==> config.mk <==
export PLATFORM = sky130hd
export DESIGN_NAME = tsbm_ctrl
export DESIGN_NICKNAME = d
export VERILOG_FILES = /design/src/rtl/core/tsbm_pkg.sv /design/src/rtl/core/tsbm_ctrl.sv
export SDC_FILE = /design/constraint.sdc
export NUM_CORES = 1
export LEC_CHECK = 0
export ABC_AREA = 1
export ABC_CLOCK_PERIOD_IN_PS = 1450
export BUFFER_PORTS_ARGS = -buffer_cell sky130_fd_sc_hd__buf_4
export CAP_MARGIN = 0
export CORE_AREA = 5 5 42 44
export CTS_CLUSTER_SIZE = 16
export DETAILED_ROUTE_END_ITERATION = 12
export DIE_AREA = 0 0 47 49
export HOLD_SLACK_MARGIN = 0.05
export SLEW_MARGIN = 15
export SYNTH_ARGS = -nofsm -noshare
export SYNTH_HDL_FRONTEND = slang
export SYNTH_SLANG_ARGS = --single-unit
==> constraint.sdc <==
create_clock -name aclk -period 1.45 [get_ports aclk]
set_input_delay 0.0725 -clock aclk [delete_from_list [all_inputs] [get_ports aclk]]
set_output_delay 0.0725 -clock aclk [all_outputs]
set_load 0.05 [all_outputs]
==> src/rtl/core/tsbm_pkg.sv <==
// ----------------------------------------------------------------------------
// tsbm_pkg
// Shared types, codes and helpers for the track segment best-match block.
// ----------------------------------------------------------------------------
package tsbm_pkg;

    localparam int MAX_REFS_DEF = 1024;

    // Field widths
    localparam int POS_W   = 23;
    localparam int SLOPE_W = 16;
    localparam int ID_W    = 24;
    localparam int PLATE_W = 7;
    localparam int SEG_W   = 6;
    localparam int MODE_W  = 2;
    localparam int DIST_W  = 20;
    localparam int OUT_W   = 24;
    localparam int CFG_IDX_W  = 3;
    localparam int CFG_DATA_W = 23;

    // Internal arithmetic widths
    localparam int OFF_W  = 27;          // rounded Q3 offsets
    localparam int NORM_W = 2 * OFF_W;   // squared distance
    localparam int ROOT_W = 27;          // floor square root

    localparam logic [ROOT_W-1:0] SCORE_LIMIT = ROOT_W'(80000);

    // Input modes
    localparam logic [MODE_W-1:0] MODE_LOAD  = 2'd0;
    localparam logic [MODE_W-1:0] MODE_QUERY = 2'd1;
    localparam logic [MODE_W-1:0] MODE_CLEAR = 2'd2;

    // Register indexes
    localparam logic [CFG_IDX_W-1:0] CFG_MIN_SEGMENTS   = 3'd0;
    localparam logic [CFG_IDX_W-1:0] CFG_REF_PLATE_LOW  = 3'd1;
    localparam logic [CFG_IDX_W-1:0] CFG_REF_PLATE_HIGH = 3'd2;
    localparam logic [CFG_IDX_W-1:0] CFG_QRY_PLATE_LOW  = 3'd3;
    localparam logic [CFG_IDX_W-1:0] CFG_QRY_PLATE_LIM  = 3'd4;
    localparam logic [CFG_IDX_W-1:0] CFG_QRY_OFFSET_X   = 3'd5;
    localparam logic [CFG_IDX_W-1:0] CFG_QRY_OFFSET_Y   = 3'd6;

    // Register reset values
    localparam logic [SEG_W-1:0]   RST_MIN_SEGMENTS   = 6'd3;
    localparam logic [PLATE_W-1:0] RST_REF_PLATE_LOW  = 7'd26;
    localparam logic [PLATE_W-1:0] RST_REF_PLATE_HIGH = 7'd31;
    localparam logic [PLATE_W-1:0] RST_QRY_PLATE_LOW  = 7'd31;
    localparam logic [PLATE_W-1:0] RST_QRY_PLATE_LIM  = 7'd40;

    typedef struct packed {
        logic signed [POS_W-1:0]   x;
        logic signed [POS_W-1:0]   y;
        logic signed [POS_W-1:0]   z;
        logic signed [SLOPE_W-1:0] sx;
        logic signed [SLOPE_W-1:0] sy;
        logic [ID_W-1:0]           id;
        logic [PLATE_W-1:0]        fp;
        logic [PLATE_W-1:0]        lp;
    } ref_entry_t;

    // Per-pair data that rides alongside the square-root pipelines
    typedef struct packed {
        logic signed [OFF_W-1:0] fx;
        logic signed [OFF_W-1:0] fy;
        logic signed [OFF_W-1:0] mx;
        logic signed [OFF_W-1:0] my;
        logic [ID_W-1:0]         id;
        logic [PLATE_W-1:0]      fp;
        logic [PLATE_W-1:0]      gap;
    } side_t;

    typedef struct packed {
        logic load;    // store the input item as a reference
        logic clear;   // empty the reference store
        logic start;   // latch the query and reset the winner
        logic issue;   // read the next reference into the pipeline
    } tsbm_cmd_t;

    typedef struct packed {
        logic load_ok;
        logic query_ok;
        logic refs_empty;
        logic issue_last;
        logic pipe_busy;
    } tsbm_status_t;

    function automatic logic [DIST_W-1:0] sat_dist(input logic [ROOT_W-1:0] v);
        if (|v[ROOT_W-1:DIST_W]) begin
            return {DIST_W{1'b1}};
        end
        return v[DIST_W-1:0];
    endfunction

    function automatic logic signed [OUT_W-1:0] sat_off(input logic signed [OFF_W-1:0] v);
        logic all_one;
        logic all_zero;
        all_one  = &v[OFF_W-1:OUT_W-1];
        all_zero = ~|v[OFF_W-1:OUT_W-1];
        if (all_one || all_zero) begin
            return v[OUT_W-1:0];
        end
        return v[OFF_W-1] ? {1'b1, {(OUT_W-1){1'b0}}} : {1'b0, {(OUT_W-1){1'b1}}};
    endfunction

endpackage

==> src/rtl/core/tsbm_ctrl.sv <==
// ----------------------------------------------------------------------------
// tsbm_ctrl
// Sequencer: takes requests, runs the reference scan, presents the result.
// ----------------------------------------------------------------------------
module tsbm_ctrl (
    input  logic                          aclk,
    input  logic                          aresetn,
    input  logic                          s_valid,
    output logic                          s_ready,
    input  logic [tsbm_pkg::MODE_W-1:0]   s_mode,
    output logic                          m_valid,
    input  logic                          m_ready,
    input  tsbm_pkg::tsbm_status_t        status,
    output tsbm_pkg::tsbm_cmd_t           cmd
);
    import tsbm_pkg::*;

    typedef enum logic [3:0] {
        ST_IDLE  = 4'b0001,
        ST_SCAN  = 4'b0010,
        ST_DRAIN = 4'b0100,
        ST_DONE  = 4'b1000
    } state_t;

    state_t state_reg, state_next;
    logic   accept;

    assign s_ready = (state_reg == ST_IDLE);
    assign m_valid = (state_reg == ST_DONE);
    assign accept  = s_valid && s_ready;

    always_comb begin
        state_next = state_reg;
        cmd        = '0;
        case (state_reg)
            ST_IDLE: begin
                if (accept) begin
                    case (s_mode)
                        MODE_LOAD:  cmd.load  = status.load_ok;
                        MODE_CLEAR: cmd.clear = 1'b1;
                        MODE_QUERY: begin
                            if (status.query_ok) begin
                                cmd.start  = 1'b1;
                                state_next = status.refs_empty ? ST_DRAIN : ST_SCAN;
                            end
                        end
                        default: ;
                    endcase
                end
            end
            ST_SCAN: begin
                cmd.issue = 1'b1;
                if (status.issue_last) begin
                    state_next = ST_DRAIN;
                end
            end
            ST_DRAIN: begin
                if (!status.pipe_busy) begin
                    state_next = ST_DONE;
                end
            end
            ST_DONE: begin
                if (m_ready) begin
                    state_next = ST_IDLE;
                end
            end
            default: state_next = ST_IDLE;
        endcase
    end

    always_ff @(posedge aclk) begin
        if (!aresetn) begin
            state_reg <= ST_IDLE;
        end else begin
            state_reg <= state_next;
        end
    end

endmodule

# Word-level counts from Yosys, hierarchy flattened
# Cells that the tools add are included.
[totals]
regBits = 4
inputBits = 11
out_inout_bits = 6
elab_cells = 31
[op_classes]
eq_ne = 12
muxes = 15
reduce_logical = 3
[ops]
columns = ["operator", "count"]
rows = [
  ["4-bit 2-to-1 mux", 6],
  ["4-bit one-hot mux with 4 select lines", 1],
  ["3-bit 2-to-1 mux", 3],
  ["2-bit by 1-bit inequality test with 1-bit output (second input constant)", 4],
  ["6-bit AND reduction", 1],
  ["1-bit 2-to-1 mux", 5],
  ["4-bit by 1-bit equality test with 1-bit output (second input constant)", 1],
  ["4-bit by 2-bit equality test with 1-bit output (second input constant)", 1],
  ["4-bit by 3-bit equality test with 1-bit output (second input constant)", 1],
  ["4-bit equality test (second input constant)", 1],
  ["2-bit inequality test (second input constant)", 2],
  ["2-bit by 1-bit equality test with 1-bit output (second input constant)", 1],
  ["2-bit equality test (second input constant)", 1],
  ["2-bit zero test", 1],
  ["1-bit logical AND", 1],
]

# Longest topological paths before layout
# Gate-level depths: netlist of the first run.
[depth]
word_depth = 5
mapped_depth = 9

# Least setup slack after synthesis of the first run
# OpenSTA, ideal clock, no wires.
[synth_timing]
path_kind = "flip-flop to output port"
startpoint = "register state_reg[3]"
endpoint = "output port cmd[2] (netlist bit)"
arrival_time_ns = 1.967
setup_slack_ns = -0.589
stages_incl_launch_ff = 6
cell_sequence = "dfxtp_1 nor2_2 nand2_2 inv_2 nand2_1 nor3_1"
[synth_lines]
columns = ["item", "line_no", "source"]
rows = [
  ["start, declared", "tsbm_ctrl.sv:25", "state_t state_reg, state_next;"],
  ["start signal, assigned", "tsbm_ctrl.sv:75", "state_reg <= state_next;"],
  ["end, declared", "tsbm_ctrl.sv:14", "output tsbm_pkg::tsbm_cmd_t cmd"],
]

==> summary.txt, run 1 <==
Final layout
  • Commonest cells after routing, fill and taps aside: buf_4, inv_1, nand2_1, nor2_1, nor2_4
  • Layout cells sized above 1: 0.526
  • Most common cell after layout, fill and taps aside: buf_4
  • Max reg flops: 4
  • Antenna cells: 0
  • Layout area overhead: 66.8%
  • Nets@finish: 89

Setup path
  • Setup slack, reg-to-reg: 0.22 ns
  • Crit Reg-Reg Endpoint: state_reg[1]$_SDFFE_PN0P_
  • Reg-to-reg startpoint: state_reg[3]$_SDFFE_PN0P_
  • Most used cell, CP: buf_4
  • CP max stage cell: dfxtp_2
  • Worst reg2reg path depth: 9
  • Setup CP Type: register to output port
  • CP max FO: 4
  • Crit. End Element: output port
  • Data required, critical path: 1.38 ns
  • CP Cell Sequence: nor2_4 > nand2_4 > buf_4 > nor3_2 > buf_4
  • Crit path launch type: register
  • Worst path arrival time: 1.29 ns
  • Max stage delay on crit path: 0.33 ns

Floorplan
  • Die span in x: 47 um
  • Die Area: 2300 sq um
  • Initial core utilization: 0.242
  • Row cnt: 14
  • Placeable core region: 1400 sq um
  • Chip height: 49 um
  • I/O pin cnt: 17

Yosys
  • Cell Area, Synth: 339 sq um
  • Synth warnings: 0
  • Synthesized flop and latch total: 4
  • Yosys cell types: 15
  • Synthesized area per cell: 6.05 sq um
  • Cell count after synthesis: 56
  • Sequential share of the synthesized area: 0.236
  • Synthesized Nets: 67

STA
  • Least-Margin Pin Slew: 0.206 ns
  • Final worst path period share: 0.938
  • Fin Clk Skew: 0.00581 ns
  • Slew Limit Fails: 0
  • FMAX: 735 MHz
  • Worst setup margin: 0.0902 ns
  • Tmin final: 1.36 ns
  • Count of final setup violators: 0
  • RSZ-0062 raised after global routing: no
  • Final TNS setup: 0 ns
  • Final Hold Fails: 0
  • Relative slew slack: 0.862

Power
  • Internal power: 0.507 mW
  • Cell Pwr Density: 1840 nW/um^2
  • Worst IR drop on VDD: 1020 uV
  • Clock Power Share: 0.133
  • Sequential share of power: 0.175
  • Sw Share: 0.513
  • Static leakage: 0.302 nW
  • NetSw: 0.534 mW
  • Comb power frac: 0.692

Placement
  • Routability Congestion: 0.706
  • Detailed placement HPWL: 761 um
  • Dpl ws: 0.181 ns
  • I/O Buffers: 16

Detailed routing
  • Total routed wirelength: 891 um
  • DR iter-0 viols: 1
  • Vias per cell: 4.37
  • DR pass1 iterations: 3
  • Vias post-DR: 402
  • Post-detailed-route count of antenna-violating nets: 0
  • # DRC: 0
  • Routed WL per cell: 9.68 um

Worst hold path
  • Hold Crit Depth: 3
  • Hold endpoint: state_reg[3]$_SDFFE_PN0P_
  • Hold Crit Start: aresetn
  • Hold WC Path Type: input pin to register

Clocking
  • CTS Buffer Depth: 2
  • CTS tree: yes
  • Number of buffers created by CTS: 3
  • Cts hold-fix bufs: 0
  • Max H-tree Level: 1
  • CTS root buf: clkbuf_4
  • CTS sink count: 4
  • Reg clk slew, reported paths: 0.04 ns
  • Worst-Skew Late Latency: 0.24 ns

GRT
  • First-pass GRT wire length: 1630 um
  • Vias in the first global route: 424
  • Largest net degree at the start of global routing: 5
  • Initial antenna violation count: 0
  • Final global-route overflow total: 0
  • Total track usage: 0.0950

Status
  • Outcome: complete, no violations

Job
  • Maximum capacitance violations: 0
==> routing by layer <==
layer  track usage  vias up  share of wire
li1              -      209              -
met5             0        -              0
met2         0.154       19           0.49
met3        0.0554        2           0.15
met1         0.101      172           0.35
met4        0.0276        0          0.016
==> critical path, delay by kind of cell (launching register included) <==
family,cells,cell delay (ns)
buffers and inverters,2,0.38
and+or+nand+nor,3,0.34
DFF,1,0.33
==> per-stage QoR <==
| stage | std cells | hold slack, ns | total power [mW] | utilization | area, sq um |
|---|---|---|---|---|---|
| 3_3_place_gp | 88 | 0.320 | 0.876 | 0.379 | 531 |
| 4_1_cts | 92 | 0.0806 | 1.05 | 0.404 | 566 |
| 2_1_floorplan | 56 | 0.197 | 0.741 | - | 390 |
| 6_report | 92 | 0.0807 | 1.04 | 0.404 | 566 |
| 5_1_grt | 92 | 0.0992 | 1.13 | 0.404 | 566 |
| 3_5_place_dp | 88 | 0.328 | 0.878 | 0.379 | 531 |
==> area by class of cell <==
| type | instances | area (sq um) |
|---|---|---|
| sequential | 4 | 83.8 |
| fill | 149 | 836 |
| clock buffer | 3 | 22.5 |
| inverter | 15 | 63.8 |
| multi-input combinational | 37 | 244 |
| tap | 16 | 20.0 |
| timing repair buffer | 17 | 131 |
==> cell usage after synthesis (all sizes together) <==
cell,instances,area (sq um)
a21oi,1,5.00
and2,1,6.26
dfxtp,4,80.1
inv,15,56.3
nand2,12,52.6
nand3,4,20.0
nor2,13,78.8
nor3,2,10.0
nor4,1,12.5
o211ai,1,7.51
o21ai,2,10.0
==> worst max path at each step <==
stage	to	from	slack [ns]	cells after the start
2_1_floorplan	cmd[3]	state_reg[0]$_SDFFE_PN1P_	-0.04	6
3_3_place_gp	cmd[3]	state_reg[2]$_SDFFE_PN0P_	0.20	6
3_5_place_dp	cmd[3]	state_reg[0]$_SDFFE_PN1P_	0.18	7
4_1_cts	cmd[1]	state_reg[3]$_SDFFE_PN0P_	0.07	5
5_1_grt	cmd[1]	state_reg[3]$_SDFFE_PN0P_	0.004	5
6_report	cmd[1]	state_reg[3]$_SDFFE_PN0P_	0.09	5
==> kinds of logic after synthesis <==
| logic type | count (synthesis) | share of synthesized area |
|---|---|---|
| and+or+nand+nor | 33 | 0.531 |
| buffers and inverters | 15 | 0.166 |
| DFF | 4 | 0.236 |
| AOI/OAI and AO/OA | 4 | 0.0664 |
==> power by group through the flow <==
stage                     clock, mW  combinational (mW)  sequential [mW]
after floorplan                   0               0.562            0.178
after global placement            0               0.693            0.183
after detailed placement          0               0.695            0.183
after CTS                     0.144               0.728            0.182
after global routing          0.151               0.787            0.190
final                         0.139               0.720            0.182
==> timing repair <==
item	CTS	global route
endpoints found under the setup margin	1	0
gates resized for setup	2	0
setup buffers	1	0
Power figures use the tool's default switching activity.
==> run 2: changes to the inputs <==
--- a/config.mk
+++ b/config.mk
@@ -5,7 +5,6 @@
 export SDC_FILE = /design/constraint.sdc
 export NUM_CORES = 1
 export LEC_CHECK = 0
-export ABC_AREA = 1
 export ABC_CLOCK_PERIOD_IN_PS = 1450
 export BUFFER_PORTS_ARGS = -buffer_cell sky130_fd_sc_hd__buf_4
 export CAP_MARGIN = 0
==> summary.txt, run 2 <==
Setup path
  • Max stage delay on crit path: 0.35 ns
  • Setup slack, reg-to-reg: 0.09 ns
  • Crit path launch type: register
  • CP max FO: 2
  • CP max stage cell: nor4b_4
  • CP Cell Sequence: nor4b_4 > nand3b_4 > nor3b_4 > buf_6
  • Data required, critical path: 1.38 ns
  • Crit. End Element: output port
  • Setup CP Type: register to output port
  • Worst path arrival time: 1.41 ns

Final layout
  • Max reg flops: 4
  • FILL cells: 145
  • Layout area overhead: 71.6%
  • Final Core Density: 0.458
  • Nets@finish: 78
  • Commonest cells after routing, fill and taps aside: buf_4, buf_6
  • Post-Layout Cell Count: 81
  • Final instance area: 642 sq um
  • Most common cell after layout, fill and taps aside: buf_4
  • Antenna cells: 0
  • Layout cells sized above 1: 0.615

Clocking
  • Cts hold-fix bufs: 0
  • Reg clk slew, reported paths: 0.04 ns
  • CTS root buf: clkbuf_4
  • CTS Buffer Depth: 2
  • Max H-tree Level: 1
  • CTS sink count: 4
  • CTS tree: yes
  • Number of buffers created by CTS: 3
  • Worst-Skew Late Latency: 0.24 ns

Yosys
  • Cell count after synthesis: 42
  • Synthesized Nets: 53
  • Ys flop type: dfxtp_1
  • Synthesized flop and latch total: 4
  • Post-synth top area cell: dfxtp_1
  • Synth warnings: 0
  • Cell Area, Synth: 374 sq um
  • Commonest cells post-synth: nor2_1, dfxtp_1
  • Sequential share of the synthesized area: 0.214
  • Area contributors post-synth: dfxtp_1, nor4b_1, nor4b_4
  • Synthesized area per cell: 8.91 sq um
  • Ys async rst share: 0
  • Post-synth top area share: 0.214
  • Yosys cell types: 24
  • Cell with the most instances after synthesis: nor2_1
  • EDFF count, synth: 0

Floorplan
  • Chip height: 49 um
  • Die Area: 2300 sq um
  • I/O pin cnt: 17
  • Die span in x: 47 um
  • Placeable core region: 1400 sq um
  • Row cnt: 14
  • Initial core utilization: 0.267

STA
  • Tmin final: 1.49 ns
  • Hold Slack: 0.0498 ns
  • FMAX: 673 MHz
  • Worst setup margin: -0.0362 ns
  • Final Hold Fails: 0
  • Slew Limit Fails: 0
  • Count of final setup violators: 1
  • Least-Margin Pin Slew: 0.294 ns
  • Final TNS setup: -0.0362 ns
  • Relative slew slack: 0.803
  • RSZ-0062 raised after global routing: yes
  • Fin Clk Skew: 0.000391 ns
  • Final worst path period share: 1.02

Placement
  • I/O Buffers: 16
  • Inst Count DP: 75
  • Dpl ws: 0.0997 ns
  • Dpl cell area: 547 sq um
  • Routability Congestion: 0.709
  • Detailed placement HPWL: 725 um

Status
  • Outcome: complete, but fails checks
  • Violated checks: setup timing

Power
  • Cell Pwr Density: 576 nW/um^2
  • Static leakage: 0.283 nW
  • Worst IR drop on VDD: 332 uV
  • Power Total: 0.369 mW

Detailed routing
  • Total routed wirelength: 1070 um
  • Post-detailed-route count of antenna-violating nets: 0
  • Vias per cell: 5.15
  • DR pass1 iterations: 4
  • DR iter-0 viols: 5
  • Vias post-DR: 417
  • Routed WL per cell: 13.2 um
  • # DRC: 0

Job
  • Maximum capacitance violations: 0

GRT
  • Largest net degree at the start of global routing: 13
  • Initial antenna violation count: 0
  • First-pass GRT wire length: 1710 um
  • Final global-route overflow total: 0
  • Vias in the first global route: 419
  • Total track usage: 0.104

Worst hold path
  • Hold WC Path Type: input pin to register
## run 2: changes by cell type after synthesis, sizes merged, moves of 2 or more
cell | previous run | this run
inv | 15 | 3
nand2 | 12 | 3
nor2 | 13 | 6
nand3 | 4 | 0
nor3b | 0 | 4
nor4b | 0 | 4
nand3b | 0 | 3
buf | 0 | 2
nor3 | 2 | 0
o21ai | 2 | 0
## run 2: critical path, delay by kind of cell (launching register included)
kind,cells,cell delay (ns)
DFF,1,0.33
and+or+nand+nor,3,0.66
buffers and inverters,1,0.18
## run 2: kinds of logic (layout without fill, tap and decap cells)
| logic type | Yosys count | in the layout | synth area share |
|---|---|---|---|
| buf+inv | 6 | 29 | 0.110 |
| simple gates | 24 | 24 | 0.475 |
| flops | 4 | 4 | 0.214 |
| compound gates | 7 | 7 | 0.177 |
| xor+xnor | 1 | 1 | 0.0234 |
## run 2: cell type report
type / count / area (sq um) / share of cell area
multi-input combinational: 32 / 295 / 0.460
timing repair buffer: 23 / 206 / 0.322
sequential: 4 / 86.3 / 0.135
clock buffer: 3 / 22.5 / 0.0351
tap: 16 / 20.0 / 0.0312
inverter: 3 / 11.3 / 0.0175
## run 2: worst paths after layout
kind	startpoint	end	cells past startpoint
worst max-delay path	state_reg[3]$_SDFFE_PN0P_	cmd[3]	4
worst min-delay path	aresetn	state_reg[0]$_SDFFE_PN1P_	2
worst max register to register	state_reg[2]$_SDFFE_PN0P_	state_reg[2]$_SDFFE_PN0P_	4
worst min register to register	state_reg[3]$_SDFFE_PN0P_	state_reg[3]$_SDFFE_PN0P_	4
## run 2: metal layers
layer  part of all wire  up-vias  global-route usage
li1                   -      204                   -
met1               0.38      189               0.116
met2               0.50       19               0.158
met3              0.088        5              0.0258
met4              0.028        0              0.0829
met5                  0        -                   0
## run 2: timing repair
item / CTS / global route
gates resized for setup: 9 / 6
pin swaps: 1 / 1
endpoints found under the setup margin: 3 / 6
cloned: 0 / 0
buffers inserted: 3 / 0
## run 2: power breakdown
group | internal [mW] | switching, mW
clock | 0.0931 | 0.0538
sequential | 0.111 | 0.00147
combinational | 0.0562 | 0.0537
total | 0.260 | 0.109
